==> src/bole_pkg.sv <==
// Shared types and constants of the bounded ordered list engine.
package bole_pkg;

    localparam int MAX_RESULTS = 16;
    localparam int NRW         = $clog2(MAX_RESULTS);

    typedef enum logic [2:0] {
        A_PUSH_FRONT = 3'd0,
        A_PUSH_BACK  = 3'd1,
        A_POP_FRONT  = 3'd2,
        A_POP_BACK   = 3'd3,
        A_INSERT_AT  = 3'd4,
        A_DELETE_AT  = 3'd5,
        A_FIND       = 3'd6
    } t_action;

    typedef enum logic [2:0] {
        ST_OK       = 3'd0,
        ST_EMPTY    = 3'd1,
        ST_FULL     = 3'd2,
        ST_RANGE    = 3'd3,
        ST_NOTFOUND = 3'd4
    } t_status;

    typedef enum logic [1:0] {
        C_HOLD,
        C_LOAD,
        C_FROM_LEFT,
        C_FROM_RIGHT
    } t_cell_op;

    typedef struct packed {
        t_cell_op op;
        logic     capture;
        logic     clear;
    } t_cell_ctrl;

    typedef enum logic {
        S_IDLE,
        S_FIND
    } t_state;

endpackage

==> src/bole_cell.sv <==
// One list cell: holds a value, shifts with its neighbours and flags a search match.
module bole_cell
    import bole_pkg::*;
#(
    parameter int VALUE_WIDTH = 32
) (
    input  logic                   i_clk,
    input  logic                   i_rst_n,
    input  t_cell_ctrl             i_ctrl,
    input  logic [VALUE_WIDTH-1:0] i_load_value,
    input  logic [VALUE_WIDTH-1:0] i_left,
    input  logic [VALUE_WIDTH-1:0] i_right,
    input  logic                   i_in_use,
    input  logic [VALUE_WIDTH-1:0] i_search,
    output logic [VALUE_WIDTH-1:0] o_value,
    output logic                   o_flag
);

    logic [VALUE_WIDTH-1:0] r_value;
    logic [VALUE_WIDTH-1:0] n_value;
    logic                   r_flag;
    logic                   n_flag;

    always_comb begin
        case (i_ctrl.op)
            C_LOAD:       n_value = i_load_value;
            C_FROM_LEFT:  n_value = i_left;
            C_FROM_RIGHT: n_value = i_right;
            default:      n_value = r_value;
        endcase
    end

    always_comb begin
        n_flag = r_flag;
        if (i_ctrl.capture) begin
            n_flag = i_in_use && (r_value == i_search);
        end else if (i_ctrl.clear) begin
            n_flag = 1'b0;
        end
    end

    always_ff @(posedge i_clk) begin
        r_value <= n_value;
    end

    always_ff @(posedge i_clk) begin
        if (!i_rst_n) begin
            r_flag <= 1'b0;
        end else begin
            r_flag <= n_flag;
        end
    end

    assign o_value = r_value;
    assign o_flag  = r_flag;

endmodule

==> src/bounded_ordered_list_engine_top.sv <==
// Top level of the bounded ordered list engine: control, count and the row of cells.
//
//  channel   direction  handshake              words
//  request   in         i_start, o_busy        i_action, i_index, i_item_value
//  result    out        o_strobe (one cycle)   o_status, o_position, o_count, o_last
//
// Push, pop, insert and delete shift the cell row in the cycle of acceptance; the
// result word follows in the next cycle and o_busy stays low, so one request a cycle.
// A find compares every cell at acceptance, then gives one result word a cycle per
// match (at most MAX_RESULTS), or one not-found word; o_busy is high meanwhile.
// Reset clears the count, match flags and control; cell values are undefined until
// written. The receiver cannot stall: each result word shows for exactly one cycle.
module bounded_ordered_list_engine_top
    import bole_pkg::*;
#(
    parameter int CAPACITY    = 16,
    parameter int VALUE_WIDTH = 32
) (
    input  logic               i_clk,
    input  logic               i_rst_n,
    input  logic               i_start,
    output logic               o_busy,
    input  logic [2:0]         i_action,
    input  logic [4:0]         i_index,
    input  logic signed [31:0] i_item_value,
    output logic               o_strobe,
    output logic [2:0]         o_status,
    output logic [4:0]         o_position,
    output logic [4:0]         o_count,
    output logic               o_last
);

    localparam int CW = $clog2(CAPACITY + 1);
    localparam int IW = (CW > 5) ? CW : 5;
    localparam int PW = $clog2(CAPACITY);

    t_state                 r_state;
    t_state                 n_state;
    logic [CW-1:0]          r_count;
    logic [CW-1:0]          n_count;
    logic [NRW-1:0]         r_nres;
    logic [NRW-1:0]         n_nres;

    logic                   r_strobe;
    logic                   n_strobe;
    t_status                r_status;
    t_status                n_status;
    logic [4:0]             r_position;
    logic [4:0]             n_position;
    logic [4:0]             r_out_count;
    logic [4:0]             n_out_count;
    logic                   r_last;
    logic                   n_last;

    logic                   accept;
    t_action                action;
    logic [VALUE_WIDTH-1:0] value;
    logic [IW-1:0]          idx_ext;
    logic [IW-1:0]          cnt_ext;
    logic [IW-1:0]          at;
    logic                   do_ins;
    logic                   do_del;
    logic                   do_capture;
    logic                   full;
    logic                   empty;

    logic [CAPACITY-1:0]    flags;
    logic [CAPACITY-1:0]    sel;
    logic [CAPACITY-1:0]    remaining;
    logic [PW-1:0]          sel_idx;
    logic [PW:0]            sel_pos;
    logic                   find_last;

    logic [VALUE_WIDTH-1:0] cell_value [CAPACITY];
    t_cell_ctrl             cell_ctrl  [CAPACITY];
    logic [CAPACITY-1:0]    in_use;

    assign o_busy  = (r_state == S_FIND);
    assign accept  = i_start && !o_busy;
    assign action  = t_action'(i_action);
    assign value   = VALUE_WIDTH'(i_item_value);
    assign idx_ext = IW'(i_index);
    assign cnt_ext = IW'(r_count);
    assign full    = (r_count == CW'(CAPACITY));
    assign empty   = (r_count == '0);

    // lowest pending match goes out first
    assign sel       = flags & (~flags + CAPACITY'(1));
    assign remaining = flags & ~sel;
    assign sel_pos   = {1'b0, sel_idx} + (PW + 1)'(1);
    assign find_last = (remaining == '0) || (r_nres == NRW'(MAX_RESULTS - 1));

    always_comb begin
        sel_idx = '0;
        for (int i = 0; i < CAPACITY; i++) begin
            if (sel[i]) begin
                sel_idx = sel_idx | PW'(i);
            end
        end
    end

    // next state
    always_comb begin
        n_state = r_state;
        case (r_state)
            S_IDLE: begin
                if (accept && action == A_FIND && !empty) begin
                    n_state = S_FIND;
                end
            end
            S_FIND: begin
                if (flags == '0 || find_last) begin
                    n_state = S_IDLE;
                end
            end
            default: n_state = S_IDLE;
        endcase
    end

    // outputs and datapath control
    always_comb begin
        at          = '0;
        do_ins      = 1'b0;
        do_del      = 1'b0;
        do_capture  = 1'b0;
        n_count     = r_count;
        n_nres      = r_nres;
        n_strobe    = 1'b0;
        n_status    = ST_OK;
        n_position  = '0;
        n_last      = 1'b1;
        case (r_state)
            S_IDLE: begin
                if (accept) begin
                    n_strobe = 1'b1;
                    n_nres   = '0;
                    case (action)
                        A_PUSH_FRONT: begin
                            if (full) begin
                                n_status = ST_FULL;
                            end else begin
                                do_ins = 1'b1;
                            end
                        end
                        A_PUSH_BACK: begin
                            if (full) begin
                                n_status = ST_FULL;
                            end else begin
                                do_ins = 1'b1;
                                at     = cnt_ext;
                            end
                        end
                        A_POP_FRONT: begin
                            if (empty) begin
                                n_status = ST_EMPTY;
                            end else begin
                                do_del = 1'b1;
                            end
                        end
                        A_POP_BACK: begin
                            if (empty) begin
                                n_status = ST_EMPTY;
                            end else begin
                                do_del = 1'b1;
                                at     = cnt_ext - IW'(1);
                            end
                        end
                        A_INSERT_AT: begin
                            if (full) begin
                                n_status = ST_FULL;
                            end else if (idx_ext > cnt_ext) begin
                                n_status = ST_RANGE;
                            end else begin
                                do_ins = 1'b1;
                                at     = idx_ext;
                            end
                        end
                        A_DELETE_AT: begin
                            if (empty) begin
                                n_status = ST_EMPTY;
                            end else if (idx_ext >= cnt_ext) begin
                                n_status = ST_RANGE;
                            end else begin
                                do_del = 1'b1;
                                at     = idx_ext;
                            end
                        end
                        A_FIND: begin
                            if (empty) begin
                                n_status = ST_EMPTY;
                            end else begin
                                // hold the result word until the flags are in
                                n_strobe   = 1'b0;
                                do_capture = 1'b1;
                            end
                        end
                        default: n_status = ST_OK;
                    endcase
                    if (do_ins) begin
                        n_count = r_count + CW'(1);
                    end else if (do_del) begin
                        n_count = r_count - CW'(1);
                    end
                end
            end
            S_FIND: begin
                n_strobe = 1'b1;
                if (flags == '0) begin
                    n_status = ST_NOTFOUND;
                end else begin
                    n_position = 5'(sel_pos);
                    n_last     = find_last;
                    n_nres     = r_nres + NRW'(1);
                end
            end
            default: n_strobe = 1'b0;
        endcase
        n_out_count = 5'(n_count);
    end

    always_comb begin
        for (int i = 0; i < CAPACITY; i++) begin
            in_use[i]            = (CW'(i) < r_count);
            cell_ctrl[i].op      = C_HOLD;
            cell_ctrl[i].capture = do_capture;
            cell_ctrl[i].clear   = (r_state == S_FIND) && sel[i];
            if (do_ins) begin
                if (IW'(i) > at) begin
                    cell_ctrl[i].op = C_FROM_LEFT;
                end else if (IW'(i) == at) begin
                    cell_ctrl[i].op = C_LOAD;
                end
            end else if (do_del && IW'(i) >= at) begin
                cell_ctrl[i].op = C_FROM_RIGHT;
            end
        end
    end

    for (genvar g = 0; g < CAPACITY; g++) begin : g_cell
        logic [VALUE_WIDTH-1:0] left;
        logic [VALUE_WIDTH-1:0] right;

        if (g == 0) begin : g_first
            assign left = value;
        end else begin : g_inner_left
            assign left = cell_value[g-1];
        end

        if (g == CAPACITY - 1) begin : g_last
            assign right = '0;
        end else begin : g_inner_right
            assign right = cell_value[g+1];
        end

        bole_cell #(
            .VALUE_WIDTH (VALUE_WIDTH)
        ) u_cell (
            .i_clk        (i_clk),
            .i_rst_n      (i_rst_n),
            .i_ctrl       (cell_ctrl[g]),
            .i_load_value (value),
            .i_left       (left),
            .i_right      (right),
            .i_in_use     (in_use[g]),
            .i_search     (value),
            .o_value      (cell_value[g]),
            .o_flag       (flags[g])
        );
    end

    always_ff @(posedge i_clk) begin
        if (!i_rst_n) begin
            r_state  <= S_IDLE;
            r_count  <= '0;
            r_nres   <= '0;
            r_strobe <= 1'b0;
        end else begin
            r_state  <= n_state;
            r_count  <= n_count;
            r_nres   <= n_nres;
            r_strobe <= n_strobe;
        end
    end

    always_ff @(posedge i_clk) begin
        r_status    <= n_status;
        r_position  <= n_position;
        r_out_count <= n_out_count;
        r_last      <= n_last;
    end

    assign o_strobe   = r_strobe;
    assign o_status   = r_status;
    assign o_position = r_position;
    assign o_count    = r_out_count;
    assign o_last     = r_last;

endmodule
==> config.mk <==
export PLATFORM = sky130hd
export DESIGN_NAME = bounded_ordered_list_engine_top
export DESIGN_NICKNAME = d
export VERILOG_FILES = /design/src/bole_pkg.sv /design/src/bole_cell.sv /design/src/bounded_ordered_list_engine_top.sv
export SDC_FILE = /design/constraint.sdc
export NUM_CORES = 1
export LEC_CHECK = 0
export ABC_AREA = 1
export BUFFER_PORTS_ARGS = -buffer_cell sky130_fd_sc_hd__buf_2
export CORE_MARGIN = 5
export CORE_UTILIZATION = 55
export DETAILED_ROUTE_END_ITERATION = 12
export PLACE_DENSITY = 0.71
export SYNTH_ARGS = -nofsm -noshare
export SYNTH_HDL_FRONTEND = slang
export SYNTH_SLANG_ARGS = --single-unit
==> constraint.sdc <==
create_clock -name i_clk -period 4.9 [get_ports i_clk]
set_input_delay 0.245 -clock i_clk [delete_from_list [all_inputs] [get_ports i_clk]]
set_output_delay 0.245 -clock i_clk [all_outputs]
set_load 0.02 [all_outputs]
## Word-level counts from Yosys, hierarchy flattened

Index checks and enable logic that the tools add are counted.

| word-level totals | value |
|---|---|
| flip-flop bits (word level) | 553 |
| input bits | 43 |
| output and inout bits | 16 |
| logic and storage cells | 466 |

| operators by class | value |
|---|---|
| add/subtract/negate cells | 5 |
| magnitude comparators | 50 |
| equality and inequality tests | 89 |
| mux-type cells | 179 |
| bitwise logic cells | 5 |
| reduce and logical (&&, ||, !) cells | 98 |

Operators by type and width:

| kind | count |
|---|---|
| $pmux W32 S3 | 15 |
| $eq A32 B32 Y1 | 16 |
| $mux W2 | 56 |
| $mux W1 | 72 |
| $eq A2 B2 Y1 const B | 32 |
| $pmux W32 S2 | 1 |
| $mux W5 | 12 |
| $logic_and A1 B1 Y1 | 51 |
| $reduce_bool A3 Y1 | 15 |
| $eq A4 B5 Y1 const A | 8 |
| $ge A4 B5 Y1 const A | 8 |
| $gt A4 B5 Y1 const A | 8 |
| $lt A4 B5 Y1 const A | 8 |
| $mux W4 | 10 |
| $reduce_bool A2 Y1 | 17 |
| $and A16 B16 Y16 | 2 |
| $eq A2 B1 Y1 const B | 16 |
| $logic_not A16 Y1 | 2 |
| $not A16 Y16 | 2 |
| $eq A3 B5 Y1 const A | 4 |
| $ge A3 B5 Y1 const A | 4 |
| $gt A3 B5 Y1 const A | 4 |
| $lt A3 B5 Y1 const A | 4 |
| $pmux W5 S4 | 1 |
| other kinds (34) | 58 |

## Depth between registers and ports, before layout

Gate-level depths: netlist of run 1.

| depth | value |
|---|---|
| depth after elaboration | 19 |
| gate-level depth with buffers | 22 |
| gate-level depth less buffers | 20 |

## Cells and area by module

A second synthesis of run 1 with hierarchy kept.

| second synthesis, totals | value |
|---|---|
| cell total of the unflattened synthesis | 5397 |
| area total of the unflattened synthesis | 37983.9 um2 |

By module, submodules not included:

| module | times used | cells each | area each (um2) | seq. area each (um2) |
|---|---|---|---|---|
| bole_cell | 16 | 309 | 2198.4 | 980.9 |
| bounded_ordered_list_engine_top | 1 | 453 | 2810.2 | 500.5 |

## Least setup slack after synthesis of run 1

OpenSTA, ideal clock, no wires.

| timing path | value |
|---|---|
| kind | register to register |
| start | reg r_count[4], in the netlist cnt_ext[4] |
| end | reg g_cell[8].u_cell.r_value[0] (enable) |
| library setup time | 0.422 ns |
| arrival time | 3.680 ns |
| required time | 4.478 ns |
| path slack | 0.799 ns |
| stages on the path, launching flop included | 21 |
| buffers on the path | 3 |
| clock period less this slack | 4.101 ns |
| cell sequence | dfxtp_1 -> buf_6 -> inv_1 -> ha_1 -> nand2_1 -> nor2_1 -> nand2_1 -> nand3_1 -> nand2_1 -> nand2_2 -> nand2_4 -> nand2_1 -> nand2_2 -> nand2_8 -> nand2_4 -> a21oi_2 -> and2_1 -> buf_4 -> buf_6 -> inv_2 -> nor2_1 |

| on the way | value |
|---|---|
| longest elaborated chain between the ends | 13 |
| elaborated cells on any way between the ends | 42 |
| those cells by class | add/sub (1); order compare (4); eq/ne (5); mux (29); reduce/logical (3) |

RTL lines:

| element | line | RTL |
|---|---|---|
| start: declaration | bounded_ordered_list_engine_top.sv:39 | `logic [CW-1:0] r_count;` |
| start signal: assignment | bounded_ordered_list_engine_top.sv:279 | `r_count <= n_count;` |
| branches (longest 10 deep; another with $ge A5 B5 Y1) | n/a |  |
| $mux W2 (*) | bounded_ordered_list_engine_top.sv:227 | `if (do_ins) begin` |
| $eq A2 B1 Y1 / $eq A2 B2 Y1 (equally long branches) | bole_cell.sv:25 | `case (i_ctrl.op)` |
| $reduce_bool A3 Y1 (no source line) (*) | n/a |  |
| end signal: assignment | bole_cell.sv:43 | `r_value <= n_value;` |
| end: declaration | bole_cell.sv:19 | `logic [VALUE_WIDTH-1:0] r_value;` |

Every way passes the cells marked *. The select of a mux whose other input is x is not followed.
A chain may end at the register's enable or synchronous reset.

## Worst setup path after layout of run 1

| timing path | value |
|---|---|
| start | reg r_count[3], in the netlist cnt_ext[3] |
| end | reg g_cell[2].u_cell.r_value[21], data pin |

| on the way | value |
|---|---|
| longest elaborated chain between the ends | 13 |
| elaborated cells on any way between the ends | 42 |
| those cells by class | add/sub (1); order compare (4); eq/ne (5); mux (30); reduce/logical (2) |

RTL lines:

| element | line | RTL |
|---|---|---|
| branches (longest 10 deep; another with $ge A5 B5 Y1) | n/a |  |
| $mux W2 (*) | bounded_ordered_list_engine_top.sv:227 |  |
| $eq A2 B2 Y1 / $eq A2 B1 Y1 (equally long branches) | bole_cell.sv:25 |  |
| $pmux W32 S3 (*) | bole_cell.sv:25 |  |
| named net g_cell[2].u_cell.n_value[21] | bole_cell.sv:20 | `logic [VALUE_WIDTH-1:0] n_value;` |
| end signal: assignment | bole_cell.sv:43 |  |
| end: declaration | bole_cell.sv:19 |  |

Mark *: on every way through the listed nets, which the timed path passes. The select of a mux whose other input is x is not followed.

==> results.tsv, run 1 <==
stage	metric	value	unit
route	Vias	32285	
die	Rows	92	
timing	RSZ-0062 raised after global routing	no	
route	vias per cell	6.55	
placement	IO Port Bufs	58	
clocking	post-CTS setup buffer count	0	
logic_synthesis	Net Count, Synth	4174	
final_layout	area delta synth->final	7.56	%
timing	setup TNS	0	ns
logic_synthesis	post-synthesis sequential element count	553	
die	die height	262	um
worst_hold_path	type of the tightest min-delay check	in -> reg	
die	IO Count	59	
clocking	total CTS buffers	61	
clocking	CTS tree	yes	
timing	Worst Tran Pin Value	1.12	ns
clocking	Hold-fix buffers, CTS	2	
timing	hold_ws	0.0378	ns
global_routing	GRT Total Usage	37.9	%
pwr	total power per unit cell area	366	nW/um2
clocking	H-tree level count	2	
logic_synthesis	Mapped Area	34900	um2
pwr	Leakage	14.2	nW
placement	Area after DPL	35600	um2
route	final wirelength	133000	um
timing	final setup violation count	0	
logic_synthesis	sequential share of the synthesized area	46.4	%
logic_synthesis	synth top area cells	edfxtp_1 44%, nand3_1 14%, nand2_1 11%	
final_layout	fin nets	4085	
die	Core Area	63000	um2
pwr	worst vdd ir	0.000271	V
placement	placed instance count	4813	
route	drt pass-1 iters	7	
run	max-cap viol count	0	
logic_synthesis	largest area contributor in the netlist	edfxtp_1	
logic_synthesis	asr flop ratio synth	0	%
clocking	CTS Buffer Depth	3	
timing	fmax	242	MHz
logic_synthesis	Post-synth top cells	1010 x nand2_1, 990 x nand3_1, 512 x edfxtp_1, 259 x xnor2_1, 153 x xor2_1	
timing	Final Hold Viols	0	
timing	slew margin rel.	23.4	%
logic_synthesis	Synth Area per Inst	8.46	um2
route	antenna violation net count after detailed routing	0	
logic_synthesis	post-synth cell types	61	
logic_synthesis	Post-synth EDFFs	512	
clocking	Worst-path clk slew	0.06	ns
clocking	sinks on the clock net	553	
global_routing	largest net degree at the start of global routing	65	
global_routing	GRT overflow	0	
worst_setup_path	CP Data Arrival Time	4.52	ns
die	die area	68500	um2
route	Routed WL per cell	27.1	um
timing	final setup skew	0.0118	ns
outcome	outcome	complete, no violations	
timing	Final min period	4.14	ns
placement	post-DP HPWL	95500	um
logic_synthesis	Post-synth top flop	edfxtp_1	
clocking	Worst-Skew Late Latency	0.66	ns
timing	crit share post-route	84.5	%
placement	final RePlAce weighted congestion	0.975	
route	DRC Markers	0	
final_layout	Final Cell Area	37500	um2
worst_setup_path	crit path max fanout	33	
pwr	Design Power	0.0137	W
logic_synthesis	most common cell in the netlist	nand2_1	
timing	final-report max-slew violation count	0	
worst_setup_path	CP Data Required Time	5.29	ns
final_layout	Post-Layout Cell Count	4927	
worst_setup_path	critical path class	reg -> reg	
logic_synthesis	top-area cell type share of the netlist area	44.1	%
clocking	post_cts resized	0	
die	Die Span X	262	um
logic_synthesis	YS warnings	0	
logic_synthesis	Synth Instances	4121	
global_routing	wire length of the first global-routing pass	196000	um
route	initial detailed-routing violation count	5771	
clocking	CTS root buffer	clkbuf_16	
final_layout	layout cell share with drive strength beyond 1	9.56	%
die	initial core utilization	55.4	%
worst_setup_path	Crit. End Element	flop	
worst_setup_path	Worst Setup Start Kind	flop	
global_routing	initial antenna violation count	3	
global_routing	vias in the first global route	29920	
[final cells by class]
class | count | area, um2
Multi-Input combinational cell | 3066 | 16500
Clock inverter | 34 | 262
Inverter | 183 | 699
Antenna cell | 1 | 2.50
Timing Repair Buffer | 167 | 1130
Clock buffer | 77 | 1630
Tap cell | 846 | 1060
Sequential cell | 553 | 16200
Fill cell | 5631 | 25500
[where the power goes]
part,leakage (nW),switching [W],internal [W]
clock network,0.921,0.00201,0.00254
logic,8.18,0.00185,0.000864
registers,5.10,0.000595,0.00589
[sequential cells by signal (all words and copies together) (netlist names)]
register,count
o_position,5
o_strobe,1
o_last,1
r_nres,4
o_status,3
g_cell.u_cell.o_flag,16
o_count,5
o_busy,1
cnt_ext,5
g_cell.u_cell.o_value,512
[worst max-delay path, cell delays in order (launching register included)]
cell	delay (ns)
dfxtp_1	0.62
inv_4	0.11
ha_1	0.30
nand2_1	0.12
inv_2	0.04
nand2_1	0.07
nand2_1	0.05
nor2_1	0.20
nand3_2	0.14
nand2_2	0.19
inv_2	0.07
nor2_4	0.25
nor2_2	0.25
nor2_4	0.59
nand2_2	0.56
nand2_1	0.19
nand3_1	0.10
[worst paths after layout]
check                         startpoint                                     end  slack (ns)  depth (start not counted)
hold / removal               i_action[2]                  o_status[1]$_SDFF_PP0_        0.04                          4
setup reg to reg   cnt_ext[3]$_SDFF_PN0_  g_cell[2].u_cell.o_value[21]$_DFFE_PP_        0.76                         16
hold reg to reg   r_nres[1]$_SDFFE_PN0P_                  r_nres[1]$_SDFFE_PN0P_        0.49                          2
setup / recovery   cnt_ext[3]$_SDFF_PN0_  g_cell[2].u_cell.o_value[21]$_DFFE_PP_        0.76                         16
[logic make-up (layout without fill, tap and decap cells)]
| family | count (synthesis) | after routing | share of synthesized area (%) |
|---|---|---|---|
| buffers and inverters | 502 | 461 | 6.40 |
| AO/OA/AOI/OAI | 228 | 228 | 4.18 |
| other | 0 | 1 | 0 |
| flip-flops | 553 | 553 | 46.4 |
| XOR/XNOR | 412 | 412 | 10.3 |
| AND/OR/NAND/NOR | 2416 | 2416 | 32.3 |
| adder cells (fa/ha/maj) | 10 | 10 | 0.359 |
[stage by stage]
step | utilization (%) | setup slack (ns)
floorplan | - | 0.799
global placement | 56.5 | 0.947
detailed placement | 56.5 | 0.838
finish | 59.6 | 0.762
CTS | 59.6 | 0.822
global route | 59.6 | 0.418
[routing by layer]
metal  wire length [um]  track usage, %  share of wire [%]  up-vias
met4               8170            18.8                6.1        0
met2              54100            52.8                 41     2702
met3              21000            12.5                 16      434
met5                  0               0                  0        -
met1              50100            53.1                 38    15069
li1                   -               -                  -    14080
[cell usage in the layout, fill, tap and decap left out, types with 61 or more instances in the layout]
master,instances
a21oi_1,61
buf_4,106
clkbuf_16,63
edfxtp_1,512
inv_1,149
nand2_1,1010
nand3_1,989
nand4_1,114
nor2_1,122
xnor2_1,259
xor2_1,153
Power figures use the tool's default switching activity.
==> run 2, diff against run 1 <==
clock period = 4.2 ns   (was 4.9 ns; I/O delays follow)
==> results.tsv, run 2 (synthesis results as in run 1) <==
stage	metric	value	unit	change
outcome	outcome	complete, no violations		
die	IO Count	59		unchanged
pwr	sequential power share	47.4	%	+0.2 points
pwr	Int Pwr	0.0108	W	+16%
route	drt pass-1 iters	7		unchanged
timing	Worst Tran Pin Value	1.13	ns	+0.00538 ns
worst_setup_path	CP Data Required Time	4.69	ns	-0.60 ns
final_layout	final core occ	59.8	%	+0.24 points
clocking	CTS Buffer Depth	3		unchanged
timing	hold_ws	0.0215	ns	-0.0163 ns
run	max-cap viol count	0		unchanged
final_layout	fin nets	4102		+0.42%
clocking	CTS tree	yes		
pwr	switching pwr	0.00521	W	+17%
global_routing	initial antenna violation count	5		+2
route	initial detailed-routing violation count	5723		-0.83%
timing	RSZ-0062 raised after global routing	no		
die	Rows	92		unchanged
global_routing	vias in the first global route	29964		+0.15%
pwr	Clk network pwr share	32.5	%	-0.6 points
pwr	Leakage	14.3	nW	+0.66%
timing	final setup skew	0.0204	ns	+0.00860 ns
worst_setup_path	critical path class	reg -> reg		
global_routing	GRT Total Usage	38.4	%	+0.47 points
die	die height	262	um	unchanged
route	Vias	32431		+0.45%
worst_setup_path	Slowest cell on crit path	inv_1		
worst_hold_path	type of the tightest min-delay check	in -> reg		
clocking	total CTS buffers	61		unchanged
timing	final-report max-slew violation count	0		unchanged
clocking	CTS root buffer	clkbuf_16		
clocking	H-tree level count	2		unchanged
final_layout	max reg flops	512		unchanged
placement	IO Port Bufs	58		unchanged
timing	setup TNS	0	ns	unchanged
worst_setup_path	crit-path cells	inv_4, ha_1, nand2_1, nor2_1, nand2_1, nand2_1, a21boi_1, nor2_4, buf_4, nand2_1, inv_1, nand3_1, nand3_1		
placement	final RePlAce weighted congestion	1.01		+3.1%
die	die area	68500	um2	unchanged
pwr	total power per unit cell area	424	nW/um2	+16%
die	Die Span X	262	um	unchanged
die	Core Area	63000	um2	unchanged
final_layout	layout cell share with drive strength beyond 1	9.89	%	+0.33 points
clocking	Worst-Skew Late Latency	0.66	ns	about the same
final_layout	commonest non-fill, non-tap cell in the layout	nand2_1		
final_layout	# fillers	5627		-0.071%
worst_setup_path	Worst Setup Start Kind	flop		
placement	post-DP HPWL	97100	um	+1.6%
final_layout	most frequent cells in the layout	1010 x nand2_1, 989 x nand3_1, 512 x edfxtp_1		
pwr	Comb pwr share	20.1	%	+0.4 points
final_layout	area delta synth->final	8.00	%	
clocking	Worst-path clk slew	0.06	ns	about the same
worst_setup_path	most used cell along the critical path	nand2_1		
timing	Final min period	3.92	ns	-0.220 ns
timing	final setup violation count	0		unchanged
die	initial core utilization	55.4	%	unchanged
clocking	sinks on the clock net	553		unchanged
worst_setup_path	Crit. End Element	flop		
route	Routed WL per cell	27.3	um	+0.93%
route	antenna violation net count after detailed routing	0		unchanged
timing	slew margin rel.	24.9	%	+1.5 points
worst_setup_path	CP Data Arrival Time	4.41	ns	-0.11 ns
pwr	worst vdd ir	0.000365	V	+35%
route	DRC Markers	0		unchanged
pwr	switching fraction of total power	32.6	%	+0.20 points
route	final wirelength	135000	um	+1.3%
global_routing	wire length of the first global-routing pass	198000	um	+1.1%
global_routing	largest net degree at the start of global routing	97		+49%
pwr	Design Power	0.0160	W	+16%
route	vias per cell	6.56		+0.11%
timing	crit share post-route	93.3	%	+8.8 points
worst_setup_path	crit-path max cell delay	0.82	ns	+0.20 ns
worst_setup_path	crit path max fanout	37		+12%
timing	Final Hold Viols	0		unchanged
timing	fmax	255	MHz	+5.6%
global_routing	GRT overflow	0		unchanged
clocking	post_cts resized	0		unchanged
-- run 2: cell count changes in the layout (fill, tap and decap cells not counted), moves of 2 or more --
cell / before / now
buf_4: 106 / 118
clkinv_2: 10 / 7
clkbuf_16: 63 / 66
clkinvlp_2: 2 / 0
clkbuf_2: 0 / 3
buf_12: 1 / 5
clkbuf_8: 0 / 2
bufinv_16: 4 / 0
-- run 2: layout make-up --
class	count	area (um2)	share of cell area (%)
inverter	183	699	1.86
clock inverter	24	110	0.292
clock buffer	86	1750	4.65
tap	846	1060	2.81
multi-input combinational	3066	16500	43.9
sequential	553	16200	43.0
antenna	2	5.00	0.0133
timing repair buffer	184	1310	3.47
-- run 2: worst paths after layout --
kind                                from                                endpoint  slack, ns  depth (start not counted)
hold / removal               i_action[1]                  o_status[1]$_SDFF_PP0_       0.02                          6
hold reg to reg   r_nres[1]$_SDFFE_PN0P_                  r_nres[1]$_SDFFE_PN0P_       0.48                          2
setup / recovery   cnt_ext[3]$_SDFF_PN0_  g_cell[9].u_cell.o_value[19]$_DFFE_PP_       0.28                         13
setup reg to reg   cnt_ext[3]$_SDFF_PN0_  g_cell[9].u_cell.o_value[19]$_DFFE_PP_       0.28                         13
-- run 2: power by group through the flow --
stage	combinational (W)	clock, W	sequential [W]
2_1_floorplan	0.00223	0	0.00734
6_report	0.00321	0.00520	0.00758
4_1_cts	0.00311	0.00519	0.00753
5_1_grt	0.00343	0.00540	0.00760
3_3_place_gp	0.00304	0	0.00764
3_5_place_dp	0.00309	0	0.00763
-- run 2: through the flow --
step | instance area (um2) | std cells | worst slack [ns]
global route | 37700 | 4942 | 0.0528
detailed placement | 35800 | 4829 | 0.401
global placement | 35800 | 4829 | 0.435
finish | 37700 | 4944 | 0.282
floorplan | 34900 | 4121 | 0.0986
CTS | 37700 | 4942 | 0.381
-- run 2: worst max-delay path: cells and delay by family (launching register included) --
kind,cells,cell delay (ns)
buf+inv,3,1.41
simple gates,8,1.28
fa+ha+maj,1,0.30
flops,1,0.59
compound gates,1,0.15
-- run 2: what timing repair did --
item                                   CTS  global route
endpoints found under the hold margin    6             0
hold buffers                             3             0
buffers inserted                         0             0
-- run 2: layer usage --
metal | track usage (%) | part of all wire, % | up-vias
met3 | 12.1 | 16 | 425
li1 | - | - | 14121
met5 | 0 | 0.050 | -
met1 | 54.6 | 38 | 15125
met4 | 18.8 | 6.2 | 8
met2 | 53.1 | 40 | 2752
